<file path="src/hdl/ifd_pkg.sv">
// Shared types and constants for the interpolating fractional delay line.
`timescale 1ns / 1ps
package ifd_pkg;
	localparam int SAMPLE_W = 24;
	localparam int LAG_W    = 29;
	localparam int APB_AW   = 3;
	localparam int APB_DW   = 32;
	localparam int REG_IDX_W = 1;

	typedef enum logic [1:0] {
		KIND_TICK = 2'd0,
		KIND_PUT  = 2'd1,
		KIND_GET  = 2'd2,
		KIND_NONE = 2'd3
	} ifd_kind_t;

	localparam logic [REG_IDX_W-1:0] REG_TICK_DELAY = 1'b0;

	// per-item control that travels down the pipeline
	typedef struct packed {
		logic vld;
		logic wr;
		logic rd;
	} ifd_ctl_t;
endpackage

</file>
<file path="src/hdl/ifd_wrap.sv">
// Read position pipeline: lag modulo store length, then entry addresses and blend weight.
`timescale 1ns / 1ps
module ifd_wrap #(
	parameter int L_LEN     = 4098,
	parameter int FRAC_BITS = 16
) (
	input  logic                                clk,
	input  logic                                arst_n,
	input  ifd_pkg::ifd_ctl_t                   ctl_in,
	input  logic [ifd_pkg::LAG_W-1:0]           lag_in,
	input  logic [$clog2(L_LEN)-1:0]            w_in,
	input  logic signed [ifd_pkg::SAMPLE_W-1:0] smp_in,
	output ifd_pkg::ifd_ctl_t                   ctl_out,
	output logic [$clog2(L_LEN)-1:0]            waddr_out,
	output logic signed [ifd_pkg::SAMPLE_W-1:0] wdata_out,
	output logic [$clog2(L_LEN)-1:0]            i0_out,
	output logic [$clog2(L_LEN)-1:0]            i1_out,
	output logic [FRAC_BITS:0]                  alpha_out
);
	import ifd_pkg::*;

	localparam int AW      = $clog2(L_LEN);
	localparam int WHOLE_W = LAG_W - FRAC_BITS;
	localparam int LW      = $clog2(L_LEN + 1);
	localparam int NSTEP   = (WHOLE_W >= LW) ? (WHOLE_W - LW + 1) : 1;
	localparam int CW      = ((WHOLE_W > LW) ? WHOLE_W : LW) + 1;
	localparam logic [AW-1:0] LAST = AW'(L_LEN - 1);

	// stage 1 chain: the registered input, then one entry per compare-subtract step of the modulo
	ifd_ctl_t                   ctl_s1   [0:NSTEP];
	logic [CW-1:0]              whole_s1 [0:NSTEP];
	logic                       fz_s1    [0:NSTEP];
	logic [FRAC_BITS:0]         alpha_s1 [0:NSTEP];
	logic [AW-1:0]              w_s1     [0:NSTEP];
	logic signed [SAMPLE_W-1:0] smp_s1   [0:NSTEP];

	ifd_ctl_t                   ctl_s2, ctl_s3;
	logic [AW-1:0]              base_s2;
	logic                       fz_s2;
	logic [FRAC_BITS:0]         alpha_s2, alpha_s3;
	logic [AW-1:0]              w_s2, w_s3;
	logic signed [SAMPLE_W-1:0] smp_s2, smp_s3;
	logic [AW-1:0]              i0_s3, i1_s3;

	logic [FRAC_BITS-1:0]       frac;
	logic [FRAC_BITS:0]         alpha;
	logic [AW:0]                diff;
	logic [AW-1:0]              base;

	always_comb begin
		frac  = lag_in[FRAC_BITS-1:0];
		alpha = (|frac) ? ((FRAC_BITS+1)'(longint'(1) << FRAC_BITS) - {1'b0, frac}) : '0;
	end

	always_ff @(posedge clk or negedge arst_n) begin
		if (!arst_n) begin
			for (int k = 0; k <= NSTEP; k++) ctl_s1[k] <= '0;
			ctl_s2 <= '0;
			ctl_s3 <= '0;
		end else begin
			ctl_s1[0] <= ctl_in;
			for (int k = 0; k < NSTEP; k++) ctl_s1[k+1] <= ctl_s1[k];
			ctl_s2 <= ctl_s1[NSTEP];
			ctl_s3 <= ctl_s2;
		end
	end

	always_ff @(posedge clk) begin
		whole_s1[0] <= CW'(lag_in[LAG_W-1:FRAC_BITS]);
		fz_s1[0]    <= |frac;
		alpha_s1[0] <= alpha;
		w_s1[0]     <= w_in;
		smp_s1[0]   <= smp_in;
	end

	for (genvar g = 0; g < NSTEP; g++) begin : g_red
		localparam logic [CW-1:0] STEP_V = CW'(longint'(L_LEN) << (NSTEP - 1 - g));
		always_ff @(posedge clk) begin
			whole_s1[g+1] <= (whole_s1[g] >= STEP_V) ? (whole_s1[g] - STEP_V) : whole_s1[g];
			fz_s1[g+1]    <= fz_s1[g];
			alpha_s1[g+1] <= alpha_s1[g];
			w_s1[g+1]     <= w_s1[g];
			smp_s1[g+1]   <= smp_s1[g];
		end
	end

	// w - whole, brought back into [0, L)
	always_comb begin
		diff = {1'b0, w_s1[NSTEP]} - {1'b0, whole_s1[NSTEP][AW-1:0]};
		base = diff[AW] ? (diff[AW-1:0] + AW'(L_LEN)) : diff[AW-1:0];
	end

	always_ff @(posedge clk) begin
		base_s2  <= base;
		fz_s2    <= fz_s1[NSTEP];
		alpha_s2 <= alpha_s1[NSTEP];
		w_s2     <= w_s1[NSTEP];
		smp_s2   <= smp_s1[NSTEP];

		// a nonzero fraction moves the lower entry one further back
		if (fz_s2) begin
			i0_s3 <= (base_s2 == '0) ? LAST : (base_s2 - AW'(1));
			i1_s3 <= base_s2;
		end else begin
			i0_s3 <= base_s2;
			i1_s3 <= (base_s2 == LAST) ? '0 : (base_s2 + AW'(1));
		end
		alpha_s3 <= alpha_s2;
		w_s3     <= w_s2;
		smp_s3   <= smp_s2;
	end

	assign ctl_out   = ctl_s3;
	assign waddr_out = w_s3;
	assign wdata_out = smp_s3;
	assign i0_out    = i0_s3;
	assign i1_out    = i1_s3;
	assign alpha_out = alpha_s3;
endmodule

</file>
<file path="config.mk">
export PLATFORM = sky130hd
export DESIGN_NAME = ifd_wrap
export DESIGN_NICKNAME = d
export VERILOG_FILES = /design/src/hdl/ifd_pkg.sv /design/src/hdl/ifd_wrap.sv
export SDC_FILE = /design/constraint.sdc
export NUM_CORES = 1
export LEC_CHECK = 0
export BUFFER_PORTS_ARGS = -buffer_cell sky130_fd_sc_hd__clkbuf_2
export CAP_MARGIN = 0
export CORE_ASPECT_RATIO = 0.7
export CORE_MARGIN = 1.5
export CORE_UTILIZATION = 30
export CTS_BUF_LIST = sky130_fd_sc_hd__clkbuf_4
export DETAILED_ROUTE_END_ITERATION = 12
export GPL_TIMING_DRIVEN = 0
export HOLD_SLACK_MARGIN = 0.08
export PLACE_DENSITY = 0.51
export SLEW_MARGIN = 15
export SYNTH_ARGS = -nofsm -noshare
export SYNTH_HDL_FRONTEND = slang
export SYNTH_SLANG_ARGS = --single-unit
</file>
<file path="constraint.sdc">
create_clock -name clk -period 3.4 [get_ports clk]
set_clock_uncertainty 0.1 [all_clocks]
set_input_delay 0 -clock clk [delete_from_list [all_inputs] [get_ports clk]]
set_output_delay 0 -clock clk [all_outputs]
set_load 0.005 [all_outputs]
</file>
======== After elaboration in Yosys (flattened, before gate mapping) ========
Memory sizes are Yosys's and may differ from the RTL's. A register that Yosys moved wholly into a read port is not among the register bits.
Cells that the tools add are included.
word-level totals
  register bits ........................... 118
  RAM bits ................................ 138
  input bits .............................. 71
  memories kept ........................... 5
cells by class
  add/sub/neg operators ................... 6
  magnitude comparators ................... 1
  equal/unequal tests ..................... 1
  multiplexer cells ....................... 7
  reductions and logical operators ........ 2
memory list
  memory    depth  bits a word  rd ports  clocked after memory_dff  wr ports  RTL line        RTL
  smp_s1    2      24           2         1                         2         ifd_wrap.sv:35  logic signed [SAMPLE_W-1:0] smp_s1 [0:NSTEP];
  alpha_s1  2      17           2         1                         2         ifd_wrap.sv:33  logic [FRAC_BITS:0] alpha_s1 [0:NSTEP];
  whole_s1  2      14           2         0                         2         ifd_wrap.sv:31  logic [CW-1:0] whole_s1 [0:NSTEP];
  w_s1      2      13           2         0                         2         ifd_wrap.sv:34  logic [AW-1:0] w_s1 [0:NSTEP];
  fz_s1     2      1            2         1                         2         ifd_wrap.sv:32  logic fz_s1 [0:NSTEP];
operators with widths
  operator                count
  $mux 13                 5
  $mux 17                 1
  $sub 17x16->17 const A  1
  $reduce_or 16->1        1
  $ge 14x13->1 const B    1
  $mux 14                 1
  $sub 13x13->14          1
  $sub 14x13->14 const B  1
  $add 13x1->13 const B   1
  $add 13x13->13 const B  1
  $eq 13x13->1 const B    1
  $logic_not 13->1        1
  $sub 13x1->13 const B   1

======== Depth between registers and ports, before layout ========
  depth after elaboration ................. 3
  mapped depth ............................ 11

======== Worst setup path before layout ========
Ideal clock, no wire load.
  path type ............................... flip-flop to flip-flop
  start ................................... memory w_s1[0][13] (netlist bit)
  end ..................................... register base_s2[11]
  data arrival time ....................... 2296 ps
  data required time ...................... 3177 ps
  path slack .............................. 882 ps
  stages on the path, launching flop included .. 12
  clock period less this slack ............ 2518 ps
  cells stage by stage .................... dfxtp_1 > inv_1 > ha_1 > inv_1 > fa_1 > a21o_1 > a221oi_2 > a21oi_1 > xnor2_1 > nor4b_2 > nand4_1 > xnor2_1
RTL lines
  what                    RTL line        RTL
  start: declaration      ifd_wrap.sv:34
  end signal: assignment  ifd_wrap.sv:94  base_s2 <= base;
  end: declaration        ifd_wrap.sv:38  logic [AW-1:0] base_s2;

==> impl_metrics.json <==
{
  "multi_input_area_um2": 1920,
  "syn_area_um2": 8060,
  "overflow": 0,
  "synth_edf_count": 0,
  "end_kind": "register",
  "drive_gt1_frac": 0.275,
  "crit_family": "buffers and inverters",
  "grt_pass1_vias": 5837,
  "cts.sinks": 296,
  "wirelength_mm": 16.4,
  "worst_slew_pin_slew_ns": 0.605,
  "start_util": 0.309,
  "leakage_nw": 5.29,
  "ioPinCount": 154,
  "drv_cap": 0,
  "finalCriticalPeriod_ns": 3.27,
  "dieHeight_um": 140,
  "grt_pass1_wl_mm": 27.1,
  "holdPathStages": 0,
  "r2r-end": "base_s2[11]",
  "critical_path.startpoint_type": "primary input",
  "max_freq_mhz": 306,
  "relSlewSlack": 0.593,
  "gr-usage-all-layers": 0.124,
  "vdd.ir_drop.worst_mv": 0.295,
  "worstPathRequired_ns": 3.83,
  "ff_latch_area_um2": 5990,
  "critical_path_class": "primary input to register",
  "setup.worst_path.start": "lag_in[0]",
  "core_area_um2": 26100,
  "crit_top_cell": "dlygate4sd3_1",
  "yosys_most_used_dff": "dfxtp_1",
  "fill_cells": 2425,
  "syn_inst": 608,
  "setup_viol_count_final": 0,
  "rows": 49,
  "hp-class": "register to register",
  "rsz0062_at_grt": "no",
  "die_w_um": 199,
  "yosysMostFrequentCell": "dfxtp_1",
  "antenna_found_initial": 2,
  "path_buf_inv": 7,
  "slew_viol_final": 0,
  "slowest_stage": "dlygate4sd3_1",
  "r2r_cells": 11,
  "hold_viol_final": 0,
  "synth_warnings": 0,
  "hold_start": "smp_s2[4]",
  "r2r-start": "w_s1[0][13]",
  "ys_seq_area_frac": 0.743,
  "io_buffers": 153,
  "clkTransAtPathRegs_ns": 0.07,
  "ant_nets": 0,
  "cts_tree": "done",
  "grt_max_degree": 13,
  "worstHoldEndpoint": "wdata_out[4]",
  "drtPass1Iterations": 4,
  "area_growth_pct": 47.3,
  "nNetsFinal": 1086,
  "hpwl_mm": 10.2,
  "vias": 5526,
  "setup_tns_ns": 0,
  "drc_errors": 0,
  "critical_path.max_stage_delay_ns": 0.57,
  "htreeDepth": 3,
  "netlist_top_cells_count": "dfxtp_1 (284), nor2_1 (41), xnor2_1 (35)",
  "ys_seq_elements": 296,
  "fin_crit_sh": 0.962,
  "wire_per_inst_um": 11.6,
  "synthTopCellsByArea": "dfxtp_1 (71%), xnor2_1 (3.8%), dfrtp_1 (3.7%)",
  "cp_max_fo": 8,
  "fin_util": 0.456,
  "status": "finished clean",
  "r2r_slack_ns": 0.57,
  "cp.arrival_ns": 3.70,
  "powerDensity_nw_per_um2": 656,
  "gp_congestion": 0.773,
  "synth_area_leader_cell": "dfxtp_1",
  "cts_buffer_depth": 3,
  "syn_avg_cell_area_um2": 13.3,
  "via_per_inst": 3.91,
  "initialDrtViolationCount": 153,
  "syn_nets": 699,
  "synth-async-reset-ratio": 0.0405,
  "cts_buffers": 72,
  "root_buffer": "clkbuf_4",
  "synth_top_area_share": 0.705,
  "worstPathCellList": "dlygate4sd3_1 -> clkbuf_2 -> dlygate4sd3_1 -> inv_1 -> ha_2 -> nand3_1 -> or4_1 -> dlygate4sd3_1 -> clkbuf_1 -> nor3_4 -> nor2_1 -> dlygate4sd3_1",
  "synthDistinctLibCells": 54,
  "dieArea_um2": 27900,
  "clock_latency_ns": 0.66
}
[registers in the layout, summed over array words and instances, names as in the netlist]
| name | count |
|---|---|
| ctl_out | 3 |
| whole_s1 | 26 |
| fz_s2 | 1 |
| i1_out | 13 |
| ctl_s1 | 6 |
| w_s2 | 13 |
| smp_s1 | 48 |
| alpha_s1 | 34 |
| w_s1 | 26 |
| ctl_s2 | 3 |
| base_s2 | 13 |
| i0_out | 13 |
| fz_s1 | 2 |
| waddr_out | 13 |
| alpha_out | 17 |
| wdata_out | 24 |
| smp_s2 | 24 |
| alpha_s2 | 17 |
[how the worst max path moves through the flow]
| stage | endpoint | slack [ns] | cells after the start |
|---|---|---|---|
| 2_1_floorplan | base_s2[11] | 0.88 | 11 |
| 3_3_place_gp | base_s2[11] | 0.55 | 11 |
| 3_5_place_dp | base_s2[11] | 0.56 | 11 |
| 4_1_cts | alpha_s1[0][11] | 0.09 | 12 |
| 5_1_grt | alpha_s1[0][13] | 0.03 | 12 |
| 6_report | alpha_s1[0][13] | 0.13 | 12 |
[worst register-to-register path, stage by stage (launching register included)]
cell      delay, ns
dfxtp_1        0.31
inv_1          0.05
ha_1           0.16
inv_1          0.06
fa_1           0.41
a21o_1         0.20
a221oi_2       0.45
a21oi_1        0.15
xnor2_1        0.21
nor4b_2        0.32
nand4_1        0.15
xnor2_1        0.15
[final cells by class]
cell class / instances / area share
Antenna cell: 2 / 0.000421
Buffer: 15 / 0.00548
Clock buffer: 107 / 0.0677
Clock inverter: 26 / 0.0160
Inverter: 26 / 0.00822
Multi-Input combinational cell: 271 / 0.161
Sequential cell: 296 / 0.504
Tap cell: 357 / 0.0376
Timing Repair Buffer: 313 / 0.199
[cell usage in the layout, fill, tap and decap left out, types with 16 or more instances in the layout]
cell type / count
dfxtp_1: 284
dlygate4sd3_1: 159
ha_1: 18
inv_1: 26
clkbuf_4: 107
clkbuf_2: 153
clkinv_1: 16
nand2_1: 24
xor2_1: 24
nor2_1: 41
xnor2_1: 35
[metal layers]
layer  up-vias  GRT usage  part of all wire
li1       2820          -                 -
met1      2510      0.153              0.47
met2       157      0.183              0.43
met3        39     0.0486             0.069
met4         0     0.0686             0.028
met5         -          0                 0
[kinds of logic after synthesis]
family	Yosys count	synth area share
flops	296	0.743
other cells	1	0.000465
compound gates	51	0.0463
simple gates	136	0.0894
mux	4	0.00512
xor+xnor	59	0.0641
buf+inv	41	0.0202
fa+ha+maj	20	0.0320
[power breakdown]
group | internal (W) | total (W) | switching, W
Clock | 0.00169 | 0.00304 | 0.00136
Sequential | 0.00378 | 0.00389 | 0.000106
Combinational | 0.000438 | 0.000859 | 0.000421
Total | 0.00590 | 0.00779 | 0.00188
[metrics by stage]
step | cells | hold WS (ns) | worst slack (ns) | power [W] | instance area [um2]
final | 1413 | 0.213 | 0.130 | 0.00779 | 11900
after global routing | 1413 | 0.215 | 0.0317 | 0.00827 | 11900
after CTS | 1410 | 0.123 | 0.0947 | 0.00794 | 11900
after detailed placement | 1118 | -0.202 | 0.563 | 0.00468 | 9270
after global placement | 1118 | -0.204 | 0.548 | 0.00468 | 9270
after floorplan | 608 | -0.396 | 0.882 | 0.00436 | 8060
[repair_timing]
action	4_1_cts	5_1_grt
resized for setup	0	1
endpoints found under the hold margin	82	0
hold buffers	159	0
setup endpoints to repair	0	5
setup buffers	0	1
No activity file was read; power rests on OpenSTA's default activity.
