$ cat src/hdl/ifd_pkg.sv
// Shared types and constants for the interpolating fractional delay line.
`timescale 1ns / 1ps
package ifd_pkg;
	localparam int SAMPLE_W = 24;
	localparam int LAG_W    = 29;
	localparam int APB_AW   = 3;
	localparam int APB_DW   = 32;
	localparam int REG_IDX_W = 1;

	typedef enum logic [1:0] {
		KIND_TICK = 2'd0,
		KIND_PUT  = 2'd1,
		KIND_GET  = 2'd2,
		KIND_NONE = 2'd3
	} ifd_kind_t;

	localparam logic [REG_IDX_W-1:0] REG_TICK_DELAY = 1'b0;

	// per-item control that travels down the pipeline
	typedef struct packed {
		logic vld;
		logic wr;
		logic rd;
	} ifd_ctl_t;
endpackage

$ cat src/hdl/ifd_ofifo.sv
// Result queue between the pipeline and the response channel.
`timescale 1ns / 1ps
module ifd_ofifo #(
	parameter int DEPTH = 16
) (
	input  logic                                clk,
	input  logic                                arst_n,
	input  logic                                push,
	input  logic signed [ifd_pkg::SAMPLE_W-1:0] din,
	input  logic                                pop_ready,
	output logic                                valid,
	output logic signed [ifd_pkg::SAMPLE_W-1:0] dout
);
	import ifd_pkg::*;

	localparam int PW = $clog2(DEPTH);
	localparam int CW = $clog2(DEPTH + 1);

	logic signed [SAMPLE_W-1:0] buf_q [0:DEPTH-1];
	logic [PW-1:0]              wp_q, rp_q;
	logic [CW-1:0]              cnt_q;
	logic                       pop;

	assign valid = (cnt_q != '0);
	assign pop   = valid && pop_ready;
	assign dout  = buf_q[rp_q];

	always_ff @(posedge clk or negedge arst_n) begin
		if (!arst_n) begin
			wp_q  <= '0;
			rp_q  <= '0;
			cnt_q <= '0;
		end else begin
			if (push) wp_q <= wp_q + PW'(1);
			if (pop) rp_q <= rp_q + PW'(1);
			cnt_q <= cnt_q + CW'(push) - CW'(pop);
		end
	end

	always_ff @(posedge clk) begin
		if (push) buf_q[wp_q] <= din;
	end

	a_no_overflow: assert property (@(posedge clk) disable iff (!arst_n)
		push |-> (cnt_q < CW'(DEPTH)) || pop)
		else $error("result queue overflow");
	a_count_bound: assert property (@(posedge clk) disable iff (!arst_n)
		cnt_q <= CW'(DEPTH))
		else $error("result queue count out of range");
endmodule

$ cat config.mk
export PLATFORM = sky130hd
export DESIGN_NAME = ifd_ofifo
export DESIGN_NICKNAME = d
export VERILOG_FILES = /design/src/hdl/ifd_pkg.sv /design/src/hdl/ifd_ofifo.sv
export SDC_FILE = /design/constraint.sdc
export NUM_CORES = 1
export LEC_CHECK = 0
export ABC_AREA = 1
export ABC_CLOCK_PERIOD_IN_PS = 3500
export BUFFER_PORTS_ARGS = -buffer_cell sky130_fd_sc_hd__buf_2
export CORE_MARGIN = 1
export CORE_UTILIZATION = 60
export DETAILED_ROUTE_END_ITERATION = 10
export PLACE_DENSITY = 0.77
export SLEW_MARGIN = 20
export SYNTH_ARGS = -nofsm -noshare
export SYNTH_HDL_FRONTEND = slang
export SYNTH_SLANG_ARGS = --single-unit
export TNS_END_PERCENT = 100
$ cat constraint.sdc
create_clock -name clk -period 3.5 [get_ports clk]
set_clock_uncertainty 0.2 [all_clocks]
set_input_delay 0.875 -clock clk [delete_from_list [all_inputs] [get_ports clk]]
set_output_delay 0.875 -clock clk [all_outputs]
set_load 0.02 [all_outputs]
**Yosys cells after proc, flatten, opt, wreduce, memory -nomap -nowiden**

Memories as Yosys holds them, arrays and structs flattened.
Cells that the tools add are included.

- Bits in registers: 13
- Bits in read-only memories: 0
- Latch bits: 0
- Word-level logic and storage cells: 12
- Memories: 1
- Output and inout port bits: 25
- Bits in writable memories: 384

Memories:

| memory | words | bits a word | read ports | clocked after memory_dff | wr ports | RTL line | source |
|---|---|---|---|---|---|---|---|
| buf_q | 16 | 24 | 1 | 0 | 1 | ifd_ofifo.sv:19 | `logic signed [SAMPLE_W-1:0] buf_q [0:DEPTH-1];` |

- Multipliers: 0
- Bitwise gates (word level): 0
- Add/sub/neg operators: 4
- Divide/modulo/power cells: 0
- Reductions and logical operators: 2
- Order comparisons: 0
- Shift-type cells: 0
- Multiplexer cells: 2
- Equality and inequality tests: 0

Operator list:

| cell | number |
|---|---|
| $add 4x1->4 const B | 2 |
| $add 5x1->5 | 1 |
| $reduce_bool 5->1 | 1 |
| $sub 5x1->5 | 1 |
| $mux 1 | 2 |
| $logic_and 1x1->1 | 1 |

**Depth between registers and ports, before layout**

Gate-level depths: netlist (run 1).

- Word-level depth: 3
- Depth in mapped cells: 13
- Gate-level depth less buffers: 13

**Least setup slack after synthesis (run 1)**

No wires, ideal clock.

- Path kind: input port to flip-flop
- Start point: input port push
- End point: memory buf_q[11][0], enable pin
- Slack: 569 ps
- Cell stages on the path: 3
- Required time: 2895 ps
- Buffers on the path: 1
- Setup time: 405 ps
- Data arrival time: 2326 ps
- Cells stage by stage: clkbuf_1 -> nand2_1 -> nor2_1

- Longest elaborated chain between the ends: 2

Ends and longest elaborated chain:

| element | RTL line | source |
|---|---|---|
| start, declared | ifd_ofifo.sv:8 | `input logic push,` |
| $mux 1 | ifd_ofifo.sv:41 | `if (push) buf_q[wp_q] <= din;` |
| $mux 1 (not written as such) | ifd_ofifo.sv:41 |  |
| end, declared | ifd_ofifo.sv:19 |  |

Every way passes these cells.

**Final worst setup path (run 1)**

- Start point: register rp_q[0]
- End point: output port dout[6] (netlist name)

- Longest elaborated chain between the ends: 1

Ends and longest elaborated chain:

| element | RTL line | source |
|---|---|---|
| start, declared | ifd_ofifo.sv:20 | `logic [PW-1:0] wp_q, rp_q;` |
| start signal, assigned | ifd_ofifo.sv:35 | `if (pop) rp_q <= rp_q + PW'(1);` |
| $mem_v2 16x24 | - |  |
| end, declared | ifd_ofifo.sv:12 | `output logic signed [ifd_pkg::SAMPLE_W-1:0] dout` |

Every way passes these cells.

==> results by group, run 1 <==
Clock tree
  – Max H-tree Level: 2
  – CTS hold repair buffers: 0
  – Num CTS Buffers: 39
  – # clock sinks: 397
  – Clock Tree Root: clkbuf_16
  – Clk slew on worst S/H paths: 60 ps
  – TritonCTS clock tree: built
  – Max Buffers Root-to-Sink: 3
  – Clk_lat worst skew: 530 ps

Timing
  – Final Hold Viols: 0
  – Endpoints failing setup: 0
  – Measured slew at the worst slew-check pin: 555 ps
  – Max-slew headroom: 0.630
  – Slew Viols, Final: 0
  – RSZ-0062 raised after global routing: no
  – Period minus WS final: 3380 ps
  – Peak Freq: 296 MHz
  – Setup TNS: 0 ps
  – Final worst-path cycle share: 0.964

Critical path
  – CP endpoint kind: output pin
  – Slowest CP cell: dfrtp_4
  – Most frequent cell on the critical path: nand3_1
  – WP buf/inv: 3
  – Worst path arrival time: 2300 ps
  – CP Max Fanout: between 50 and 60
  – CP max stage delay: about 550 ps
  – Delay-heaviest family, CP: buffers and inverters
  – CP Class: reg -> out
  – Crit start category: flip-flop
  – Cell chain of the critical path: clkinv_8 -> buf_16 -> nand2_1 -> nand3_1 -> nand3_1 -> nand3_1 -> nand2_1 -> buf_2
  – Worst EP required: about 2400 ps

Floorplanning
  – Die area: 29500 µm²
  – Die X: 172 µm
  – I/O pin total: 53
  – Die height: 172 µm
  – Core area: 28100 µm²
  – Initial Util: 0.616
  – Rows: 61

Placement
  – IO buf count: 52
  – Final Wtd Congestion: 0.808
  – Placed instance area: 18000 µm²
  – Placed insts: between 2000 and 2500
  – Post-detail-place hpwl: 20600 µm

Layout
  – Finished Cell Area: 19200 µm²
  – Fin util: 0.684
  – Area added between synthesis and finish: 11.1%
  – Nets: between 1500 and 2000
  – Share of layout cells above drive strength 1: 0.0946
  – Final cell count without fillers: ~2100
  – Most frequent cells in the layout: nand2_1 (520), edfxtp_1 (384), inv_1 (299)
  – Most common cell after layout, fill and taps aside: nand2_1
  – # fillers: 1985

Logic synthesis
  – Yosys cell types: 21
  – Synth Net Count: 1679
  – Gate Count Post-Synth: 1639
  – Seq/Total Area, Yosys: 0.686
  – Dominant cells by area after synthesis: edfxtp_1 (67%), nand2_1 (11%), nand3_1 (8.4%)
  – Synth top area share: 0.667
  – Syn Std Cell Area: 17300 µm²
  – Synth Area per Inst: 10.6 µm²
  – Yosys reg bits: 397
  – Yosys warning total: 0
  – Post-synth top area cell: edfxtp_1

Power and ir drop
  – VDD IR max: 718 µV
  – Total power: 15.6 mW
  – Total leakage power: around 8.3 nW
  – PD cells: 812 nW/µm²

Detailed routing
  – Post-route ant nets: 0
  – Routed vias: between 10000 and 15000
  – Vias per cell: ~5.5
  – Drt first pass iters: 5
  – Initial detailed-routing violation count: between 1500 and 2000
  – DRC: 0
  – WL per Instance: between 15 and 20 µm
  – DRT Wirelength: 40100 µm

GRT
  – Most Crowded Layer GR: met2
  – GRT met2 Usage: 0.458
  – Gr usage total: 0.282
  – Pin count of the biggest net entering global routing: 99
  – Overflow after GRT: 0
  – Met3 usage: 0.0462
  – Met1 Usage GRT: 0.385
  – First-pass GRT wire length: 61900 µm
  – Vias in the first global route: 11400
  – Initial antenna violation count: 3

Outcome
  – Status: complete, no violations

Worst hold path
  – Worst hold path class: in -> async

Job
  – Max cap viols: 0
[layer usage]
metal | part of all wire | wire length [µm] | up-vias
met5 | 0.00067 | 27 | -
met4 | 0.034 | 1370 | 4
met3 | 0.090 | 3620 | 116
met2 | 0.47 | 19000 | 560
met1 | 0.40 | 16100 | 5469
li1 | - | - | 5373
[power breakdown]
group | internal (mW) | total, mW | switching, mW | leakage (nW)
sequential | 5.75 | 5.93 | 0.179 | 3.62
clock | 2.26 | 3.95 | 1.69 | 0.579
combinational | 1.69 | 5.72 | 4.03 | 4.07
total | 9.71 | 15.6 | 5.90 | 8.27
[stage by stage]
stage,hold WS [ps],setup slack (ps)
final,33.0,125
after global routing,56.2,28.3
after CTS,37.0,4.84
after detailed placement,355,504
after global placement,342,524
after floorplan,311,569
[flip-flops by register name, summed over array words and instances (netlist names)]
name / flops
buf_q: 384
cnt_q: 5
rp_q: 4
wp_q: 4
[cell type report]
class | instances | area [µm²] | share of cell area
antenna | 1 | 2.50 | 0.000130
clock buffer | 47 | 1010 | 0.0523
clock inverter | 20 | 173 | 0.00898
inverter | 303 | 1150 | 0.0601
multi-input combinational | 858 | 3870 | 0.201
sequential | 397 | 11900 | 0.617
tap | 378 | 473 | 0.0246
timing repair buffer | 88 | 674 | 0.0351
[cells by family (layout without fill, tap and decap cells)]
logic type                 count (synthesis)  after routing  share of synthesized area
and+or+nand+nor                          832            832                      0.202
DFF                                      397            397                      0.686
buffers and inverters                    384            458                     0.0975
adders and majority gates                 12             12                    0.00912
xor gates and xnor gates                   9              9                    0.00456
AOI/OAI and AO/OA                          5              5                    0.00145
other                                      0              1                          0
[path summary, 6_finish.rpt]
check,from,end,slack [ps],cells past startpoint
max in group asynchronous,arst_n,rp_q[1]$_DFFE_PN0P_,2780,1
setup reg to reg,cnt_q[3]$_DFF_PN0_,cnt_q[4]$_DFF_PN0_,710,13
setup / recovery,rp_q[0]$_DFFE_PN0P_,dout[6],120,8
hold / removal,arst_n,rp_q[0]$_DFFE_PN0P_,30,1
hold reg to reg,wp_q[0]$_DFFE_PN0P_,wp_q[0]$_DFFE_PN0P_,370,1
min in group clk,wp_q[0]$_DFFE_PN0P_,wp_q[0]$_DFFE_PN0P_,370,1
[cells in the mapped netlist]
cell type / number
nand4_1: 1
nand3_1: 292
buf_4: 5
xnor2_1: 1
inv_4: 2
buf_2: 38
fa_1: 1
nand2_1: 520
buf_12: 1
nor2_1: 19
clkinv_1: 1
dfrtp_1: 13
buf_6: 21
inv_1: 300
clkbuf_1: 10
edfxtp_1: 384
o21ai_0: 3
ha_1: 11
buf_1: 6
xor2_1: 8
a21oi_1: 2
[timing repair]
item	in CTS	in global routing
buffers inserted	0	2
gates resized for setup	3	3
pin swaps	0	0
gates cloned	0	0
endpoints found under the hold margin	0	0
setup endpoints to repair	7	24
Note: power is estimated with default switching activity, not from simulation.
==> run 2: changes to the inputs <==
- RECOVER_POWER: default -> 25
==> run 2 against run 1 <==
Utilization shrank 0.080 points. Non-clock buffer count is the same. Die area is the same. Total power is essentially flat. Final cell count is the same. First-iteration DRC count shrank 0.72%. Hold slack gained 150 ps. Critical path type unchanged.
==> results by group, run 2 (same netlist as run 1, synthesis figures left out) <==
Outcome
  – Status: complete, no violations

Detailed routing
  – WL per Instance: 19.1 µm
  – Routed vias: 11500
  – Post-route ant nets: 0
  – Drt first pass iters: 6
  – Vias per cell: 5.49
  – Initial detailed-routing violation count: 1519
  – DRT Wirelength: roughly 40000 µm
  – DRC: 0

Timing
  – Measured slew at the worst slew-check pin: about 750 ps
  – Hold WS: 187 ps
  – Peak Freq: 296 MHz
  – Period minus WS final: 3370 ps
  – Setup TNS: 0 ps
  – Final Hold Viols: 0
  – Endpoints failing setup: 0
  – Slew Viols, Final: 0
  – RSZ-0062 raised after global routing: no
  – Final worst-path cycle share: 0.964
  – Max-slew headroom: 0.499

Floorplanning
  – Core area: 28100 µm²
  – Die height: 172 µm
  – Initial Util: 0.616
  – Die area: 29500 µm²
  – Die X: 172 µm
  – I/O pin total: 53
  – Rows: between 60 and 70

Clock tree
  – Max H-tree Level: 2
  – Clk slew on worst S/H paths: ~60 ps
  – TritonCTS clock tree: built
  – Max Buffers Root-to-Sink: 3
  – # clock sinks: 397
  – CTS hold repair buffers: 0
  – Num CTS Buffers: 39
  – Clk_lat worst skew: 530 ps
  – Clock Tree Root: clkbuf_16

Worst hold path
  – Worst hold path class: in -> async

Placement
  – Final Wtd Congestion: between 0.8 and 0.9
  – Placed instance area: 18000 µm²
  – IO buf count: 52
  – Post-detail-place hpwl: 20600 µm
  – Placed insts: 2022

Critical path
  – Worst EP required: 2420 ps
  – Worst path arrival time: about 2300 ps
  – Reg2reg path depth: 13
  – FF-to-FF Start: cnt_q[3]$_DFF_PN0_
  – CP Class: reg -> out
  – Reg2reg end: cnt_q[4]$_DFF_PN0_
  – Register-to-register setup slack: 710 ps
  – Crit start category: flip-flop
  – Worst Setup SP: rp_q[0]$_DFFE_PN0P_
  – CP Max Fanout: 59
  – CP endpoint kind: output pin

GRT
  – Pin count of the biggest net entering global routing: between 90 and 100
  – Vias in the first global route: roughly 11000
  – Overflow after GRT: 0
  – Gr usage total: 0.282
  – First-pass GRT wire length: 61900 µm
  – Initial antenna violation count: 3

Power and ir drop
  – Total leakage power: 8.22 nW
  – PD cells: between 800 and 900 nW/µm²
  – VDD IR max: 715 µV

Layout
  – Fin util: 0.684
  – Area added between synthesis and finish: 11.0%
  – Most frequent cells in the layout: nand2_1 (520), edfxtp_1 (384), inv_1 (299)
  – Final cell count without fillers: 2092
  – Largest registers: buf_q (384), cnt_q (5)
  – Share of layout cells above drive strength 1: 0.0841
  – Top reg by flops: buf_q
  – Nets: 1727
  – Most common cell after layout, fill and taps aside: nand2_1
  – Finished Cell Area: 19200 µm²
  – Max reg flops: 384

Job
  – Max cap viols: 0
==> run 2: how the worst max path moves through the flow <==
stage | end | slack [ps]
final | dout[6] | 130
after global routing | dout[9] | 30
after CTS | dout[12] | 5
after detailed placement | cnt_q[4]$_DFF_PN0_ | 500
after global placement | dout[6] | 520
after floorplan | buf_q[11][0]$_DFFE_PP_ | 570
==> run 2: repair_timing <==
action / CTS / global route
setup endpoints to repair: 7 / 24
setup buffers: 0 / 2
gates resized for setup: 3 / 3
==> run 2: per-layer routing <==
layer  part of all wire  vias up  track usage  wire length (µm)
met3              0.097      101       0.0462              3880
met2               0.48      574        0.458             19200
met4              0.029        4        0.109              1170
li1                   -     5373            -                 -
met5            0.00068        -            0                27
met1               0.39     5425        0.385             15700
==> run 2: report_power, final <==
part           switching (mW)  internal, mW
Combinational            4.04          1.69
Sequential              0.179          5.76
Clock                    1.69          2.26
==> run 2: metrics by stage <==
| step | total power, mW | setup WS [ps] |
|---|---|---|
| after global placement | 11.4 | 524 |
| after floorplan | 9.99 | 569 |
| after CTS | 15.5 | 4.84 |
| final | 15.6 | 127 |
| after detailed placement | 11.6 | 504 |
| after global routing | 16.4 | 28.3 |
==> run 2: cell type report <==
class / instances / area [µm²]
well taps: 378 / 473
fillers: 1993 / 8890
inverters: 303 / 1150
clock inverters: 20 / 173
clock buffers: 47 / 1010
repair buffers: 88 / 652
flip-flops and latches: 397 / 11900
multi-input cells: 858 / 3870
diodes: 1 / 2.50
==> run 2: worst max-delay path, cell delays in order (launching register included) <==
cell      delay (ps)
dfrtp_4          550
clkinv_8         190
buf_16           260
nand2_1          110
nand3_1           90
nand3_1          120
nand3_1           70
nand2_1          140
buf_2            190
