File: src/hdl/ifd_pkg.sv
// Shared types and constants for the interpolating fractional delay line.
`timescale 1ns / 1ps
package ifd_pkg;
	localparam int SAMPLE_W = 24;
	localparam int LAG_W    = 29;
	localparam int APB_AW   = 3;
	localparam int APB_DW   = 32;
	localparam int REG_IDX_W = 1;

	typedef enum logic [1:0] {
		KIND_TICK = 2'd0,
		KIND_PUT  = 2'd1,
		KIND_GET  = 2'd2,
		KIND_NONE = 2'd3
	} ifd_kind_t;

	localparam logic [REG_IDX_W-1:0] REG_TICK_DELAY = 1'b0;

	// per-item control that travels down the pipeline
	typedef struct packed {
		logic vld;
		logic wr;
		logic rd;
	} ifd_ctl_t;
endpackage

File: src/hdl/ifd_interp.sv
// Linear blend of two neighboring entries, floor of the fixed-point result.
`timescale 1ns / 1ps
module ifd_interp #(
	parameter int FRAC_BITS = 16
) (
	input  logic                                clk,
	input  logic                                arst_n,
	input  ifd_pkg::ifd_ctl_t                   ctl_in,
	input  logic signed [ifd_pkg::SAMPLE_W-1:0] x0,
	input  logic signed [ifd_pkg::SAMPLE_W-1:0] x1,
	input  logic [FRAC_BITS:0]                  alpha_in,
	output logic                                vld_out,
	output logic signed [ifd_pkg::SAMPLE_W-1:0] y_out
);
	import ifd_pkg::*;

	localparam int DW    = SAMPLE_W + 1;
	localparam int PW    = DW + FRAC_BITS + 2;
	localparam int ACC_W = PW + 1;

	logic                       vld_s1, vld_s2, vld_s3;
	logic signed [DW-1:0]       diff_s1;
	logic signed [SAMPLE_W-1:0] x0_s1, x0_s2;
	logic [FRAC_BITS:0]         alpha_s1;
	logic signed [PW-1:0]       prod_s2;
	logic signed [SAMPLE_W-1:0] y_s3;
	logic signed [ACC_W-1:0]    acc;

	always_ff @(posedge clk or negedge arst_n) begin
		if (!arst_n) begin
			vld_s1 <= 1'b0;
			vld_s2 <= 1'b0;
			vld_s3 <= 1'b0;
		end else begin
			vld_s1 <= ctl_in.vld && ctl_in.rd;
			vld_s2 <= vld_s1;
			vld_s3 <= vld_s2;
		end
	end

	always_comb begin
		acc = (ACC_W'(x0_s2) <<< FRAC_BITS) + ACC_W'(prod_s2);
	end

	always_ff @(posedge clk) begin
		diff_s1  <= DW'(x1) - DW'(x0);
		x0_s1    <= x0;
		alpha_s1 <= alpha_in;
		prod_s2  <= PW'(diff_s1) * PW'($signed({1'b0, alpha_s1}));
		x0_s2    <= x0_s1;
		// dropping the low bits of a two's complement value rounds toward minus infinity
		y_s3     <= acc[FRAC_BITS +: SAMPLE_W];
	end

	assign vld_out = vld_s3;
	assign y_out   = y_s3;
endmodule

File: config.mk
export PLATFORM = sky130hd
export DESIGN_NAME = ifd_interp
export DESIGN_NICKNAME = d
export VERILOG_FILES = /design/src/hdl/ifd_pkg.sv /design/src/hdl/ifd_interp.sv
export SDC_FILE = /design/constraint.sdc
export NUM_CORES = 1
export LEC_CHECK = 0
export CORE_ASPECT_RATIO = 0.5
export CORE_MARGIN = 2
export CORE_UTILIZATION = 57
export CTS_CLUSTER_SIZE = 12
export DETAILED_ROUTE_END_ITERATION = 8
export DONT_BUFFER_PORTS = 1
export HOLD_SLACK_MARGIN = 0.1
export PLACE_DENSITY = 0.82
export SLEW_MARGIN = 20
export SYNTH_ARGS = -nofsm -noshare
export SYNTH_HDL_FRONTEND = slang
export SYNTH_SLANG_ARGS = --single-unit
File: constraint.sdc
create_clock -name clk -period 13.6 [get_ports clk]
set_clock_uncertainty 0.2 [all_clocks]
set_input_delay 2.72 -clock clk [delete_from_list [all_inputs] [get_ports clk]]
set_output_delay 2.72 -clock clk [all_outputs]
set_load 0.01 [all_outputs]
### After elaboration in Yosys (flattened, before gate mapping)

Cells that the tools add are included.

* bits of input ports: 70
* register bits after elaboration: 157
* word-level logic and storage cells: 13
* output and inout port bits: 25

* multiply operators: 1
* add/subtract/negate cells: 2
* reduce and logical (&&, ||, !) cells: 1

Operators with widths (count)
* $add A40 B40 Y40: 1
* $mul A25 B18 Y40: 1
* $sub A24 B24 Y25: 1
* $logic_and A1 B1 Y1: 1

### Longest topological paths before layout

Gate-level depths: netlist of the first run.

* word-level depth: 1
* mapped depth: 24
* gate-level depth less buffers: 23

### Worst setup path before layout of the first run

OpenSTA, ideal clock, no wires.

* path type: register -> register
* start point: register alpha_s1[10]
* end point: register prod_s2[32]
* path slack: 7.760 ns
* arrival time: 5.567 ns
* library setup time: 0.072 ns
* data required time: 13.328 ns
* cell stages (with the launch flop): 21
* buffers on the path: 2
* period minus slack after synthesis: 5.840 ns
* cells stage by stage: dfxtp_1 clkbuf_1 clkbuf_1 nand2_1 fa_1 inv_1 fa_1 fa_1 fa_1 fa_1 inv_1 fa_1 inv_1 ha_1 and4_1 a211oi_1 nand2b_1 a31oi_1 a211o_1 a31oi_1 xnor2_1

* cells in the longest elaborated chain, start to end: 1

RTL lines
* start, declared: line ifd_interp.sv:24 `logic [FRAC_BITS:0] alpha_s1;`
* start signal, assigned: line ifd_interp.sv:48 `alpha_s1 <= alpha_in;`
* $mul A25 B18 Y40: line ifd_interp.sv:49 `prod_s2 <= PW'(diff_s1) * PW'($signed({1'b0, alpha_s1}));`
* end signal, assigned: line ifd_interp.sv:49
* end, declared: line ifd_interp.sv:25 `logic signed [PW-1:0] prod_s2;`

Every way passes these cells.

### Final worst setup path of the first run

* start point: register alpha_s1[11]
* end point: register prod_s2[31]

The elaborated chain is that of the path after synthesis.

==> results of run 1 <==
## layer usage
| metal | wire, um | vias up | share of wire (%) | GRT usage, % |
|---|---|---|---|---|
| met5 | 0 | - | 0 | 0 |
| met4 | 1330 | 0 | 3.2 | 9.75 |
| met3 | 2610 | 112 | 6.2 | 3.96 |
| met2 | 21600 | 462 | 51 | 45.6 |
| met1 | 16600 | 6807 | 39 | 31.1 |
| li1 | - | 5996 | - | - |
## stage by stage
stage	setup WS, ps	hold WS [ps]	util [%]
final	6790	114	60.8
after global routing	6440	128	60.8
after CTS	6800	114	60.8
after detailed placement	6870	112	59.0
after global placement	6940	110	59.0
after floorplan	7760	110	-
## sequential cells by signal, summed over array words and instances (netlist names)
name,count
alpha_s1,17
diff_s1,25
prod_s2,24
vld_out,1
vld_s1,1
vld_s2,1
x0_s1,24
x0_s2,24
y_out,24
## cell families after synthesis
kind of cell	after synthesis	share of synthesized area, %
compound gates	175	6.10
xor+xnor	73	3.34
fa+ha+maj	537	50.6
buf+inv	551	10.8
flops	141	14.8
simple gates	568	14.4
## path summary, 6_finish.rpt
kind / end / depth (start not counted)
worst min-delay path: x0_s2[18]$_DFF_P_ / 0
worst max-delay path: prod_s2[31]$_DFF_P_ / 18
worst min register to register: x0_s2[18]$_DFF_P_ / 0
min in group asynchronous: vld_s1$_DFF_PN0_ / 0
max in group asynchronous: vld_out$_DFF_PN0_ / 0
worst max register to register: prod_s2[31]$_DFF_P_ / 18
## synthesized netlist by cell type (2+ instances only)
library cell,n
a21oi_1,47
o21ai_2,2
or2_2,4
and3_1,3
inv_1,488
fa_1,396
and4_1,3
a21boi_0,2
xnor2_1,55
or4_1,3
o21ai_0,32
nor2_1,50
o31ai_1,3
nand2b_1,4
xor2_1,18
o22ai_1,2
dfxtp_1,138
a211o_1,2
a31oi_1,6
nor2b_1,13
dfrtp_1,3
nand3b_1,2
ha_1,141
nand2_1,261
o21ai_1,3
a221oi_1,2
nand3_1,17
a211oi_1,10
clkbuf_1,63
a21o_1,13
nand4_1,4
and2_1,186
nor3_1,12
o211ai_1,5
nor4_1,3
a211oi_2,2
a31o_2,2
o21a_1,23
o21bai_1,6
## cell type report
cell class / count / area share [%]
well taps: 441 / 2.74
repair buffers: 8 / 0.298
clock buffers: 17 / 2.11
flip-flops and latches: 141 / 14.1
clock inverters: 15 / 0.833
multi-input cells: 1353 / 70.8
inverters: 488 / 9.10
## cell usage in the layout (no fill, tap or decap), types with 3 or more instances in the layout
master     instances
a211oi_1          10
a21o_1            13
a21oi_1           47
a31oi_1            6
and2_1           186
and3_1             3
and4_1             3
buf_4              8
clkbuf_16         17
dfrtp_1            3
dfxtp_1          137
fa_1             396
ha_1             141
inv_1            488
inv_6              6
inv_8              4
nand2_1          261
nand2b_1           4
nand3_1           17
nand4_1            4
nor2_1            50
nor2b_1           13
nor3_1            12
nor4_1             3
o211ai_1           5
o21a_1            23
o21ai_0           32
o21ai_1            3
o21bai_1           6
o31ai_1            3
or2_2              4
or4_1              3
xnor2_1           55
xor2_1            18
==> qor.csv, run 1 <==
metric,value,unit
cts_hold_buffers,0,
clock_latency,450,ps
place_area,0.0195,mm2
critPathRequiredTime,13760,ps
critPathArrivalTime,6970,ps
fmaxAchievable,147,MHz
cts_setup_buffers,0,
critPathSlowestCell,dfxtp_1,
setup_viol,0,
routed_wl,42100,um
hpwl,32600,um
multi_input_area,0.0143,mm2
htree_num_levels,4,
crit_top_cell,fa_1,
via_count,13400,
timing.critical_path.buf_inv,3,
antenna_found_initial,0,
synth_top_area_cell,fa_1,
finalCriticalPeriod,6810,ps
finalMaxSlewViolations,0,
via_per_inst,5.43,
rsz0062_at_grt,no,
end_kind,flop,
io_buffers,0,
synth_edf_count,0,
dpl.cell_count,2431,
root_buffer,clkbuf_16,
die_y,134,um
synth_area_per_cell,9.37,um2
relSlewSlack,24.0,%
yosysWarningCount,0,
setup_tns,0,ps
grt_overflow,0,
start_util,57.9,%
final_hold_viol_count,0,
maxCapViolCount,0,
drc,0,
synthCells,2045,
worstSetupStartpoint,alpha_s1[11]$_DFF_P_,
cts_sinks,141,
crit_path_start_kind,flop,
cts_tree,yes,
status,"complete, no violations",
critPathKind,flop to flop,
ff2ff_setup_slack,6790,ps
netlist_area,0.0192,mm2
core,0.0331,mm2
reg2reg_from,alpha_s1[11]$_DFF_P_,
grt.total_usage,25.4,%
drive_gt1_share,2.82,%
clkTransAtPathRegs,80,ps
critical-path-top-delay-family,adder cells,
synth_top_area_share,41.4,%
drt-initial-drc-count,843,
place.gp.congestion,0.855,
nNetsFinal,2616,
tightest_slew,1140,ps
cpPeakStageDelay,1070,ps
hold_start,x0_s1[18]$_DFF_P_,
nFillCells,2625,
hold_class,flop to flop,
num_rows,47,
cts_buffer_depth,2,
seqCellArea,0.00284,mm2
synth_cell_types,55,
syn_to_final_growth,5.06,%
die_area,0.0352,mm2
antennaDiodeCount,0,
crit_path_max_fanout,25,
cts.repair.resized,0,
die_w,263,um
finalInstanceArea,0.0201,mm2
grt_first_pass_wirelength,70400,um
ys_seq_area_share,14.8,%
wl_per_cell,17.1,um
grt_pass1_vias,14500,
synth_area_leaders,"fa_1, dfxtp_1, inv_1, ha_1, and2_1",
synth_ff_type,dfxtp_1,
syn_nets,2652,
final_cells,2463,
ios,95,
async_reset_ff_share,2.13,%
min_period_over_period,50.1,%
grt_max_degree,26,
crit_chain,nand2_1 > fa_1 > inv_1 > fa_1 > fa_1 > fa_1 > fa_1 > inv_1 > fa_1 > inv_1 > ha_1 > and4_1 > a211oi_1 > nand2b_1 > a31oi_1 > a211o_1 > a21oi_1 > xnor2_1,
numCtsBuffers,17,
ant_nets,0,
drtPass1Iterations,7,
ys_seq_elements,141,
Power of run 1 is left out: the tool's default activity adds up to more than one toggle a clock period on the data nets, which glitch-free logic cannot reach.
==> run 2: changes to the inputs <==
--- a/config.mk
+++ b/config.mk
@@ -12,7 +12,7 @@
 export DETAILED_ROUTE_END_ITERATION = 8
 export DONT_BUFFER_PORTS = 1
 export HOLD_SLACK_MARGIN = 0.1
-export PLACE_DENSITY = 0.82
+export PLACE_DENSITY = 0.85
 export SLEW_MARGIN = 20
 export SYNTH_ARGS = -nofsm -noshare
 export SYNTH_HDL_FRONTEND = slang
==> constraint.sdc (replaced) <==
create_clock -name clk -period 6.09 [get_ports clk]
set_clock_uncertainty 0.2 [all_clocks]
set_input_delay 1.218 -clock clk [delete_from_list [all_inputs] [get_ports clk]]
set_output_delay 1.218 -clock clk [all_outputs]
set_load 0.01 [all_outputs]
==> qor.csv, run 2 (same netlist as run 1, synthesis figures left out) <==
metric,value,unit,change
crit_top_cell,fa_1,,unchanged
drt-initial-drc-count,981,,was 843
ios,95,,unchanged
finalCriticalPeriod,6160,ps,was 6810 ps
drc,0,,unchanged
cts_tree,yes,,unchanged
status,"finished, violations left",,"was complete, no violations"
die_y,134,um,unchanged
syn_to_final_growth,11.8,%,was 5.06%
layout_setup_ws,-74.3,ps,was 6790 ps
holdWs,122,ps,was 114 ps
place.gp.congestion,0.897,,was 0.855
final_hold_viol_count,0,,unchanged
clkTransAtPathRegs,80,ps,about the same
io_buffers,0,,unchanged
critPathSlowestCell,fa_1,,was dfxtp_1
final_common_cell,inv_1,,unchanged
reg2reg_from,alpha_s1[7]$_DFF_P_,,was alpha_s1[11]$_DFF_P_
setup_tns,-375,ps,was 0 ps
final_cell_mix,"inv_1, fa_1, nand2_1, and2_1, ha_1",,unchanged
via_per_inst,5.45,,was 5.43
root_buffer,clkbuf_16,,unchanged
htree_num_levels,4,,unchanged
relSlewSlack,50.9,%,was 24.0%
cts_sinks,141,,unchanged
drtPass1Iterations,5,,was 7
grt_max_degree,22,,was 26
core,0.0331,mm2,unchanged
routed_wl,45400,um,was 42100 um
maxCapViolCount,0,,unchanged
cp-endpoint,prod_s2[30]$_DFF_P_,,was prod_s2[31]$_DFF_P_
wl_per_cell,17.5,um,was 17.1 um
crit_chain,buf_12 > and2_4 > fa_1 > inv_2 > fa_1 > fa_1 > fa_1 > inv_2 > fa_1 > fa_1 > ha_4 > a211oi_2 > nand2_1 > o311a_4 > o2111ai_4 > buf_6 > a31oi_1 > a211o_1 > buf_4 > xor2_1,,was nand2_1 > fa_1 > inv_1 > fa_1 > fa_1 > fa_1 > fa_1 > inv_1 > fa_1 > inv_1 > ha_1 > and4_1 > a211oi_1 > nand2b_1 > a31oi_1 > a211o_1 > a21oi_1 > xnor2_1
critPathRequiredTime,6220,ps,was 13760 ps
die_area,0.0352,mm2,unchanged
rsz0062_at_grt,yes,,was no
finalMaxSlewViolations,0,,unchanged
antenna_found_initial,1,,was 0
end_kind,flop,,unchanged
die_w,263,um,unchanged
tightest_slew,732,ps,was 1140 ps
hold_class,flop to flop,,unchanged
grt.total_usage,26.6,%,was 25.4%
grt_first_pass_wirelength,74000,um,was 70400 um
ant_nets,0,,unchanged
reg2reg_to,prod_s2[30]$_DFF_P_,,was prod_s2[31]$_DFF_P_
critPathKind,flop to flop,,unchanged
clock_latency,440,ps,was 450 ps
fmaxAchievable,162,MHz,was 147 MHz
crit_path_start_kind,flop,,unchanged
critPathArrivalTime,6290,ps,was 6970 ps
via_count,14100,,was 13400
start_util,57.9,%,unchanged
largest_reg_flops,25,,unchanged
top_register,diff_s1,,unchanged
setup_viol,7,,was 0
numCtsBuffers,17,,unchanged
cpPeakStageDelay,580,ps,was 1070 ps
hpwl,35300,um,was 32600 um
final_util,64.7,%,was 60.8%
grt_pass1_vias,15500,,was 14500
cts_buffer_depth,2,,unchanged
ff2ff_setup_slack,-70,ps,was 6790 ps
drive_gt1_share,11.1,%,was 2.82%
min_period_over_period,101,%,was 50.1%
r2r_cells,20,,was 18
grt_overflow,0,,unchanged
worstSetupStartpoint,alpha_s1[7]$_DFF_P_,,was alpha_s1[11]$_DFF_P_
nNetsFinal,2744,,was 2616
num_rows,47,,unchanged
failed_checks,negative setup slack,,
crit_path_max_fanout,11,,was 25
[run 2: changes by cell type in the layout (fill, tap and decap cells not counted), moves of 5 or more]
cell     previous run  this run
buf_4               8       119
dfxtp_1           137       112
dfxtp_2             1        23
buf_12              0        12
a21oi_1            47        41
a21oi_2             0         6
and2_1            186       181
and2_4              0         5
[run 2: routing by layer]
metal  up-vias  share of wire, %  global-route usage, %
li1       6256                 -                      -
met2       513                53                   48.7
met4         0               4.1                   12.5
met5         -                 0                      0
met1      7194                37                   30.8
met3       161               5.8                   4.12
[run 2: cell type report]
| type | count | area, um2 |
|---|---|---|
| antenna | 1 | 2.50 |
| tap | 441 | 552 |
| clock inverter | 15 | 145 |
| sequential | 141 | 2880 |
| clock buffer | 17 | 425 |
| fill | 2374 | 11700 |
| timing repair buffer | 136 | 1200 |
| inverter | 488 | 1830 |
| multi-input combinational | 1353 | 14400 |
[run 2: worst min path at each step]
stage / startpoint / endpoint / slack [ps] / cells past startpoint
2_1_floorplan: x0_s1[0]$_DFF_P_ / x0_s2[0]$_DFF_P_ / 110 / 0
3_3_place_gp: x0_s1[6]$_DFF_P_ / x0_s2[6]$_DFF_P_ / 110 / 0
3_5_place_dp: x0_s1[21]$_DFF_P_ / x0_s2[21]$_DFF_P_ / 110 / 0
4_1_cts: x0_s1[11]$_DFF_P_ / x0_s2[11]$_DFF_P_ / 120 / 0
5_1_grt: x0_s1[9]$_DFF_P_ / x0_s2[9]$_DFF_P_ / 120 / 0
6_report: x0_s1[8]$_DFF_P_ / x0_s2[8]$_DFF_P_ / 120 / 0
[run 2: metrics by stage]
stage / instances / instance area, um2 / setup slack (ps)
after floorplan: 2045 / 19200 / 250
after global placement: 2546 / 20600 / -65.3
after detailed placement: 2546 / 20600 / -170
after CTS: 2578 / 21200 / 8.40
after global routing: 2592 / 21400 / -270
final: 2592 / 21400 / -74.3
[run 2: timing repair]
item,4_1_cts,5_1_grt
pin swaps,2,34
endpoints found under the setup margin,15,16
buffers inserted,0,12
hold buffers,0,0
resized for setup,18,51
cloned,0,1
[run 2: worst max-delay path: cells and delay by family (launching register included)]
kind / cells / cell delay (ps)
AO/OA/AOI/OAI: 5 / 1240
buffers and inverters: 5 / 540
AND/OR/NAND/NOR: 2 / 240
XOR/XNOR: 1 / 140
adder cells (fa/ha/maj): 7 / 3310
flip-flops: 1 / 350
Power of run 2 is left out for the same reason.
